$ cat config.mk
export PLATFORM = sky130hd
export DESIGN_NAME = activity_selection
export DESIGN_NICKNAME = d
export VERILOG_FILES = /design/src/sv/actsel_pkg.sv /design/src/sv/actsel_ctrl.sv /design/src/sv/actsel_dp.sv /design/src/sv/activity_selection.sv
export SDC_FILE = /design/constraint.sdc
export NUM_CORES = 2
export LEC_CHECK = 0
export BUFFER_PORTS_ARGS = -buffer_cell sky130_fd_sc_hd__buf_2
export CAP_MARGIN = 10
export CORE_MARGIN = 5
export CORE_UTILIZATION = 35
export DETAILED_ROUTE_END_ITERATION = 16
export PLACE_DENSITY = 0.5
export SYNTH_ARGS = -nofsm -noshare
export SYNTH_HDL_FRONTEND = slang
export SYNTH_HIERARCHICAL = 1
export SYNTH_SLANG_ARGS = --single-unit
$ cat constraint.sdc
create_clock -name clk -period 7.85 [get_ports clk]
set_input_delay 2.355 -clock clk [delete_from_list [all_inputs] [get_ports clk]]
set_output_delay 2.355 -clock clk [all_outputs]
set_load 0.02 [all_outputs]
$ cat src/sv/actsel_pkg.sv
// Shared constants, types and controller state encoding for activity selection.
package actsel_pkg;

  localparam int MAX_ACTS  = 32;
  localparam int TIME_BITS = 32;
  localparam int ID_W      = 6;
  localparam int IDX_W     = (MAX_ACTS > 1) ? $clog2(MAX_ACTS) : 1;
  localparam int CNT_W     = $clog2(MAX_ACTS + 1);
  localparam int ENTRY_W   = 2 * TIME_BITS;

  typedef enum logic [2:0] {
    ST_LOAD,   // taking requests into the store
    ST_RD,     // read store entry for the scan
    ST_CMP,    // compare entry against the current best
    ST_ROUND,  // end of a scan pass: commit pick or finish
    ST_PRD,    // read pick list
    ST_SRD,    // read store entry of the pick
    ST_OUT     // result on the output channel
  } state_t;

  typedef struct packed {
    logic load;
    logic rd;
    logic cmp;
    logic round;
    logic prd;
    logic srd;
    logic emit_next;
    logic clear;
  } cmd_t;

  typedef struct packed {
    logic scan_last;
    logic best_valid;
    logic emit_last;
  } sts_t;

endpackage

$ cat src/sv/actsel_ctrl.sv
// Controller state machine: sequences load, selection passes and result output.
module actsel_ctrl (
  input  logic                clk,
  input  logic                rst_n,
  input  logic                in_valid,
  input  logic                in_last_item,
  output logic                in_stall,
  output logic                out_valid,
  input  logic                out_stall,
  input  actsel_pkg::sts_t    sts,
  output actsel_pkg::cmd_t    cmd
);

  actsel_pkg::state_t state_r, state_nxt;

  always_ff @(posedge clk) begin
    if (!rst_n) begin
      state_r <= actsel_pkg::ST_LOAD;
    end else begin
      state_r <= state_nxt;
    end
  end

  // next state
  always_comb begin
    state_nxt = state_r;
    case (state_r)
      actsel_pkg::ST_LOAD: begin
        if (in_valid && in_last_item) state_nxt = actsel_pkg::ST_RD;
      end
      actsel_pkg::ST_RD: begin
        state_nxt = actsel_pkg::ST_CMP;
      end
      actsel_pkg::ST_CMP: begin
        state_nxt = sts.scan_last ? actsel_pkg::ST_ROUND : actsel_pkg::ST_RD;
      end
      actsel_pkg::ST_ROUND: begin
        state_nxt = sts.best_valid ? actsel_pkg::ST_RD : actsel_pkg::ST_PRD;
      end
      actsel_pkg::ST_PRD: begin
        state_nxt = actsel_pkg::ST_SRD;
      end
      actsel_pkg::ST_SRD: begin
        state_nxt = actsel_pkg::ST_OUT;
      end
      actsel_pkg::ST_OUT: begin
        if (!out_stall) state_nxt = sts.emit_last ? actsel_pkg::ST_LOAD : actsel_pkg::ST_PRD;
      end
      default: begin
        state_nxt = actsel_pkg::ST_LOAD;
      end
    endcase
  end

  // outputs
  always_comb begin
    cmd       = '0;
    in_stall  = 1'b1;
    out_valid = 1'b0;
    case (state_r)
      actsel_pkg::ST_LOAD: begin
        in_stall = 1'b0;
        cmd.load = in_valid;
      end
      actsel_pkg::ST_RD:    cmd.rd    = 1'b1;
      actsel_pkg::ST_CMP:   cmd.cmp   = 1'b1;
      actsel_pkg::ST_ROUND: cmd.round = 1'b1;
      actsel_pkg::ST_PRD:   cmd.prd   = 1'b1;
      actsel_pkg::ST_SRD:   cmd.srd   = 1'b1;
      actsel_pkg::ST_OUT: begin
        out_valid = 1'b1;
        if (!out_stall) begin
          cmd.emit_next = !sts.emit_last;
          cmd.clear     = sts.emit_last;
        end
      end
      default: begin
        in_stall = 1'b1;
      end
    endcase
  end

endmodule

$ cat src/sv/actsel_dp.sv
// Datapath: activity store, min-key search unit, pick list and result fields.
module actsel_dp (
  input  logic                              clk,
  input  logic                              rst_n,
  input  actsel_pkg::cmd_t                  cmd,
  output actsel_pkg::sts_t                  sts,
  input  logic [actsel_pkg::TIME_BITS-1:0]  in_start_time,
  input  logic [actsel_pkg::TIME_BITS-1:0]  in_finish_time,
  input  logic                              in_last_item,
  output logic [actsel_pkg::ID_W-1:0]       out_activity_id,
  output logic [actsel_pkg::TIME_BITS-1:0]  out_sel_start,
  output logic [actsel_pkg::TIME_BITS-1:0]  out_sel_finish,
  output logic [actsel_pkg::ID_W-1:0]       out_selected_total,
  output logic                              out_end_of_run,
  output logic                              out_overflowed
);

  localparam int T  = actsel_pkg::TIME_BITS;
  localparam int IW = actsel_pkg::IDX_W;
  localparam int CW = actsel_pkg::CNT_W;

  logic [actsel_pkg::ENTRY_W-1:0] store_mem [actsel_pkg::MAX_ACTS];
  logic [IW-1:0]                  pick_mem  [actsel_pkg::MAX_ACTS];

  logic [actsel_pkg::ENTRY_W-1:0] rdata_r;
  logic [IW-1:0]                  pick_q_r;

  logic [CW-1:0] count_r,      count_nxt;
  logic          dropped_r,    dropped_nxt;
  logic [IW-1:0] scan_idx_r,   scan_idx_nxt;
  logic          best_valid_r, best_valid_nxt;
  logic [T-1:0]  best_f_r,     best_f_nxt;
  logic [IW-1:0] best_idx_r,   best_idx_nxt;
  logic          have_last_r,  have_last_nxt;
  logic [T-1:0]  last_f_r,     last_f_nxt;
  logic [IW-1:0] last_idx_r,   last_idx_nxt;
  logic [CW-1:0] total_r,      total_nxt;
  logic [IW-1:0] emit_idx_r,   emit_idx_nxt;

  logic          store_full;
  logic [T-1:0]  cand_s, cand_f;
  logic          after_last, fits, take;

  assign store_full = (count_r >= CW'(actsel_pkg::MAX_ACTS));
  assign cand_s     = rdata_r[2*T-1:T];
  assign cand_f     = rdata_r[T-1:0];

  // key order is (finish, arrival); candidate must follow the last pick
  assign after_last = !have_last_r || (cand_f > last_f_r) ||
                      ((cand_f == last_f_r) && (scan_idx_r > last_idx_r));
  assign fits       = !have_last_r || (cand_s >= last_f_r);
  // scan runs in arrival order, so an equal finish never beats the best
  assign take       = after_last && fits && (!best_valid_r || (cand_f < best_f_r));

  always_comb begin
    count_nxt      = count_r;
    dropped_nxt    = dropped_r;
    scan_idx_nxt   = scan_idx_r;
    best_valid_nxt = best_valid_r;
    best_f_nxt     = best_f_r;
    best_idx_nxt   = best_idx_r;
    have_last_nxt  = have_last_r;
    last_f_nxt     = last_f_r;
    last_idx_nxt   = last_idx_r;
    total_nxt      = total_r;
    emit_idx_nxt   = emit_idx_r;

    if (cmd.load) begin
      if (!store_full) count_nxt = count_r + CW'(1);
      else             dropped_nxt = 1'b1;
      if (in_last_item) begin
        have_last_nxt  = 1'b0;
        best_valid_nxt = 1'b0;
        scan_idx_nxt   = '0;
        total_nxt      = '0;
      end
    end

    if (cmd.cmp) begin
      if (take) begin
        best_valid_nxt = 1'b1;
        best_f_nxt     = cand_f;
        best_idx_nxt   = scan_idx_r;
      end
      scan_idx_nxt = scan_idx_r + IW'(1);
    end

    if (cmd.round) begin
      if (best_valid_r) begin
        have_last_nxt  = 1'b1;
        last_f_nxt     = best_f_r;
        last_idx_nxt   = best_idx_r;
        best_valid_nxt = 1'b0;
        total_nxt      = total_r + CW'(1);
        scan_idx_nxt   = '0;
      end else begin
        emit_idx_nxt = '0;
      end
    end

    if (cmd.emit_next) emit_idx_nxt = emit_idx_r + IW'(1);

    if (cmd.clear) begin
      count_nxt   = '0;
      dropped_nxt = 1'b0;
    end
  end

  always_ff @(posedge clk) begin
    if (!rst_n) begin
      count_r      <= '0;
      dropped_r    <= 1'b0;
      scan_idx_r   <= '0;
      best_valid_r <= 1'b0;
      have_last_r  <= 1'b0;
      total_r      <= '0;
      emit_idx_r   <= '0;
    end else begin
      count_r      <= count_nxt;
      dropped_r    <= dropped_nxt;
      scan_idx_r   <= scan_idx_nxt;
      best_valid_r <= best_valid_nxt;
      have_last_r  <= have_last_nxt;
      total_r      <= total_nxt;
      emit_idx_r   <= emit_idx_nxt;
    end
  end

  always_ff @(posedge clk) begin
    best_f_r   <= best_f_nxt;
    best_idx_r <= best_idx_nxt;
    last_f_r   <= last_f_nxt;
    last_idx_r <= last_idx_nxt;
  end

  // activity store: one write, one registered read
  always_ff @(posedge clk) begin
    if (cmd.load && !store_full) begin
      store_mem[count_r[IW-1:0]] <= {in_start_time, in_finish_time};
    end
    if (cmd.rd) begin
      rdata_r <= store_mem[scan_idx_r];
    end else if (cmd.srd) begin
      rdata_r <= store_mem[pick_q_r];
    end
  end

  // pick list, in selection order
  always_ff @(posedge clk) begin
    if (cmd.round && best_valid_r) begin
      pick_mem[total_r[IW-1:0]] <= best_idx_r;
    end
    if (cmd.prd) begin
      pick_q_r <= pick_mem[emit_idx_r];
    end
  end

  assign sts.scan_last  = ((CW'(scan_idx_r) + CW'(1)) == count_r);
  assign sts.best_valid = best_valid_r;
  assign sts.emit_last  = ((CW'(emit_idx_r) + CW'(1)) == total_r);

  assign out_activity_id    = actsel_pkg::ID_W'(pick_q_r) + actsel_pkg::ID_W'(1);
  assign out_sel_start      = cand_s;
  assign out_sel_finish     = cand_f;
  assign out_selected_total = actsel_pkg::ID_W'(total_r);
  assign out_end_of_run     = sts.emit_last;
  assign out_overflowed     = dropped_r;

endmodule

$ cat src/sv/activity_selection.sv
// Top level of the greedy earliest-finish activity selector.
//
// Input channel (in_*): one activity per request, [start, finish). Requests
// are taken at one per cycle while the block is loading; each stored one is
// numbered by arrival from 1. Past capacity, requests are dropped and the
// overflow flag raised. A request with in_last_item set ends the set.
// After the last request the input is stalled while selection runs:
//   each pass reads the n stored activities, a store read then a compare
//   for each, then commits the pick, and there are (selected + 1) passes;
//   each pick is a fresh minimum search, one store read at a time.
// Results (out_*) then leave in sorted order, one request each, each after
// a pick-list read, a store read and a show step, so never back to back.
// A stalled result holds its fields until taken. After the result flagged
// end_of_run is taken the set is cleared and loading resumes.
// Reset (synchronous, rst_n low) empties the store and returns to loading;
// no clearing pass is needed.
module activity_selection (
  input  logic                              clk,
  input  logic                              rst_n,
  input  logic                              in_valid,
  output logic                              in_stall,
  input  logic [actsel_pkg::TIME_BITS-1:0]  in_start_time,
  input  logic [actsel_pkg::TIME_BITS-1:0]  in_finish_time,
  input  logic                              in_last_item,
  output logic                              out_valid,
  input  logic                              out_stall,
  output logic [actsel_pkg::ID_W-1:0]       out_activity_id,
  output logic [actsel_pkg::TIME_BITS-1:0]  out_sel_start,
  output logic [actsel_pkg::TIME_BITS-1:0]  out_sel_finish,
  output logic [actsel_pkg::ID_W-1:0]       out_selected_total,
  output logic                              out_end_of_run,
  output logic                              out_overflowed
);

  actsel_pkg::cmd_t cmd;
  actsel_pkg::sts_t sts;

  actsel_ctrl u_ctrl (
    .clk          (clk),
    .rst_n        (rst_n),
    .in_valid     (in_valid),
    .in_last_item (in_last_item),
    .in_stall     (in_stall),
    .out_valid    (out_valid),
    .out_stall    (out_stall),
    .sts          (sts),
    .cmd          (cmd)
  );

  actsel_dp u_dp (
    .clk                (clk),
    .rst_n              (rst_n),
    .cmd                (cmd),
    .sts                (sts),
    .in_start_time      (in_start_time),
    .in_finish_time     (in_finish_time),
    .in_last_item       (in_last_item),
    .out_activity_id    (out_activity_id),
    .out_sel_start      (out_sel_start),
    .out_sel_finish     (out_sel_finish),
    .out_selected_total (out_selected_total),
    .out_end_of_run     (out_end_of_run),
    .out_overflowed     (out_overflowed)
  );

endmodule

==> flow_summary_export.csv <==
group,metric,value,unit
sta,relSlewSlack,18.28,%
sta,fin_crit,5939,ps
synthesis,yosysWarnings,6,
drt,vias,56010,
global_route,gr-total-overflow,0,
critical_path,crit_required,5500,ps
sta,rsz0062_at_grt,"false",
critical_path,worst-setup-path-type,"reg2out",
floorplanning,die_area,321100,µm²
min_path,hold_path.class,"reg2reg",
global_route,antenna_found_initial,55,
pwr,leakage,37.13,nW
cells_and_area,nets,5298,
sta,setup_tns,0,ps
sta,setup_violations,0,
placed_design,place_inst,8957,
clock_tree,clock_latency,880,ps
critical_path,crit_arrival,3580,ps
clock_tree,postCtsHoldBufs,0,
clock_tree,cts_buffer_depth,4,
drt,routedWlPerCell,35.45,µm
cells_and_area,drive_gt1_share,38.71,%
clock_tree,numCtsBuffers,279,
clock_tree,cts_setup_buffers,0,
placed_design,portBuffers,148,
synthesis,synth_area,108500,µm²
synthesis,ys_ff_latch,2379,
cells_and_area,fin_cells,9464,
clock_tree,cts_tree,"yes",
critical_path,worst_setup_path_start_kind,"flop",
drt,viasPerCell,5.919,
floorplanning,fp.dieH,566.7,µm
drt,detail_route.iter0.violations,6116,
clock_tree,numClockSinks,2379,
sta,hold_viol,0,
pwr,p_per_area,225.1,nW/µm²
drt,route.antenna.remaining_nets,0,
placed_design,hpwl,200.7,mm
global_route,grt_max_degree,123,
synthesis,syn_nets,5090,
cells_and_area,fillCellCount,27350,
drt,first_pass_iters,6,
cells_and_area,seqCellArea,71180,µm²
synthesis,ys_types,56,
clock_tree,cts_resized,0,
cells_and_area,area.growth.synth_to_final,13.74,%
sta,timing.final.crit_share,75.66,%
synthesis,syn_area_per_cell,22.09,µm²
floorplanning,num_rows,204,
sta,holdWs,441.5,ps
synthesis,ys_seq_area_share,65.60,%
floorplanning,io_pins,149,
sta,fin_skew,70.15,ps
critical_path,crit_path_end_kind,"output port",
clock_tree,h-tree-depth,5,
drt,wl,335.5,mm
clock_tree,clk_pin_slew,60,ps
drt,drc,0,
sta,worst_pin_slew,1226,ps
cells_and_area,multi_input_area,35680,µm²
floorplanning,coreArea,308800,µm²
sta,slew_violations,0,
synthesis,synth_edf_count,2351,
synthesis,netlist_instances,4910,
global_route,grt_pass1_vias,57440,
cells_and_area,final_common_cell,"edfxtp_1",
synthesis,synth-main-ff-cell,"edfxtp_1",
global_route,grt_first_pass_wirelength,466.8,mm
floorplanning,start_util,35.12,%
cells_and_area,final_cell_mix,"edfxtp_1, mux4_2, clkbuf_16, buf_2, ha_1",
global_route,grtUsageTotal,20.52,%
clock_tree,root_buffer,"clkbuf_16",
status,status,"completed",
critical_path,path_max_fanout,23,
placed_design,gp_congestion,0.7822,
flow_run,cap_violations,0,
synthesis,async_reset_ff_share,0,%
floorplanning,die_x,566.7,µm
sta,clock.fmax,168.4,MHz
pwr,vdd_drop_max,0.1675,mV
-- metal layers --
metal,vias up,global-route usage [%],share of wire (%)
met2,2209,33.13,48
met4,12,4.155,2.0
met5,-,0,0.027
li1,22070,-,-
met1,31330,29.20,42
met3,396,3.957,7.4
-- cell type report --
type | count | area share [%]
inverters | 82 | 0.2495
diodes | 9 | 0.01826
multi-input cells | 2098 | 28.92
repair buffers | 278 | 1.874
clock inverters | 143 | 0.9767
well taps | 4120 | 4.178
flip-flops and latches | 2379 | 57.70
clock buffers | 355 | 6.087
-- cell usage after synthesis, types with 2 or more instances --
library cell / instances / area share, %
nor2b_1: 52 / 0.30
nor4_1: 4 / 0.023
nand2_1: 73 / 0.25
o21ai_1: 21 / 0.097
buf_6: 10 / 0.10
xnor2_1: 13 / 0.10
o21ai_0: 24 / 0.11
or3_1: 5 / 0.029
a21o_1: 13 / 0.090
and4_1: 2 / 0.016
xor2_1: 12 / 0.097
and2_1: 3 / 0.017
mux2_2: 26 / 0.27
a211o_1: 3 / 0.024
nor2_1: 104 / 0.36
or2_2: 3 / 0.017
buf_2: 105 / 0.48
o2111ai_1: 3 / 0.024
a21oi_1: 91 / 0.42
nand2b_1: 6 / 0.035
nor3b_1: 3 / 0.021
a31oi_1: 2 / 0.012
edfxtp_1: 2351 / 65
and3_1: 2 / 0.012
mux4_2: 1330 / 28
clkbuf_1: 169 / 0.58
o21a_1: 3 / 0.021
nand4_1: 16 / 0.092
a211oi_1: 48 / 0.33
inv_1: 81 / 0.28
or3b_2: 3 / 0.024
a221oi_1: 2 / 0.016
a2111oi_0: 3 / 0.024
buf_4: 18 / 0.12
buf_1: 49 / 0.17
ha_1: 111 / 1.3
nand3_1: 19 / 0.088
o211ai_1: 3 / 0.021
nor3_1: 8 / 0.037
nand3b_1: 6 / 0.042
mux2i_1: 68 / 0.63
dfxtp_1: 28 / 0.52
-- cell families after synthesis --
| kind of cell | synth area share, % |
|---|---|
| xor gates and xnor gates | 0.2019 |
| muxes | 28.51 |
| AOI/OAI and AO/OA | 1.250 |
| buffers and inverters | 1.751 |
| DFF | 65.60 |
| and+or+nand+nor | 1.403 |
| adders and majority gates | 1.280 |
-- critical path, cell delays in order, from the launching register on --
cell and delay, ps:
dfxtp_2 680, buf_4 430, ha_1 300, nand3_1 160, xnor2_1 260, nand3_1 120
nor4_1 450, buf_2 280
-- final timing paths --
check / slack [ps] / to / cells past startpoint / startpoint
worst max-delay path: 1910 / out_end_of_run / 7 / u_dp/emit_idx_r[1]$_SDFFE_PN0P_
worst min-delay path: 440 / u_dp/last_f_r[2]$_DFFE_PP_ / 0 / u_dp/best_f_r[2]$_DFFE_PP_
worst max register to register: 3560 / u_dp/best_f_r[12]$_DFFE_PP_ / 9 / u_dp/rdata_r[61]$_DFFE_PP_
worst min register to register: 440 / u_dp/last_f_r[2]$_DFFE_PP_ / 0 / u_dp/best_f_r[2]$_DFFE_PP_
-- through the flow --
stage                     worst slack (ps)  util [%]  power [mW]  cell area (µm²)
after floorplan                       1392         -       14.97           108500
after global placement                1973     37.11       15.54           114600
after detailed placement              1988     37.12       15.55           114600
after CTS                             1809     39.94       28.12           123300
after global routing                  1620     39.94       28.70           123400
final                                 1911     39.95       27.77           123400
-- registers in the layout, summed over array words and instances, names as in the netlist --
name / count
u_dp/store_mem: 2048
u_dp/pick_mem: 160
u_dp/rdata_r: 64
u_dp/best_f_r: 32
u_dp/last_f_r: 32
u_dp/count_r: 6
u_dp/out_selected_total: 6
u_dp/best_idx_r: 5
u_dp/emit_idx_r: 5
u_dp/last_idx_r: 5
u_dp/pick_q_r: 5
u_dp/scan_idx_r: 5
u_ctrl/state_r: 3
u_dp/best_valid_r: 1
u_dp/have_last_r: 1
u_dp/out_overflowed: 1
-- where the power goes --
group	switching (mW)	total (mW)	internal (mW)	leakage, nW
logic	0.689	1.10	0.406	11.5
clock network	5.25	12.5	7.25	4.25
registers	0.103	14.2	14.1	21.4
total	6.04	27.8	21.7	37.1
(Power assumes the default switching activity.)
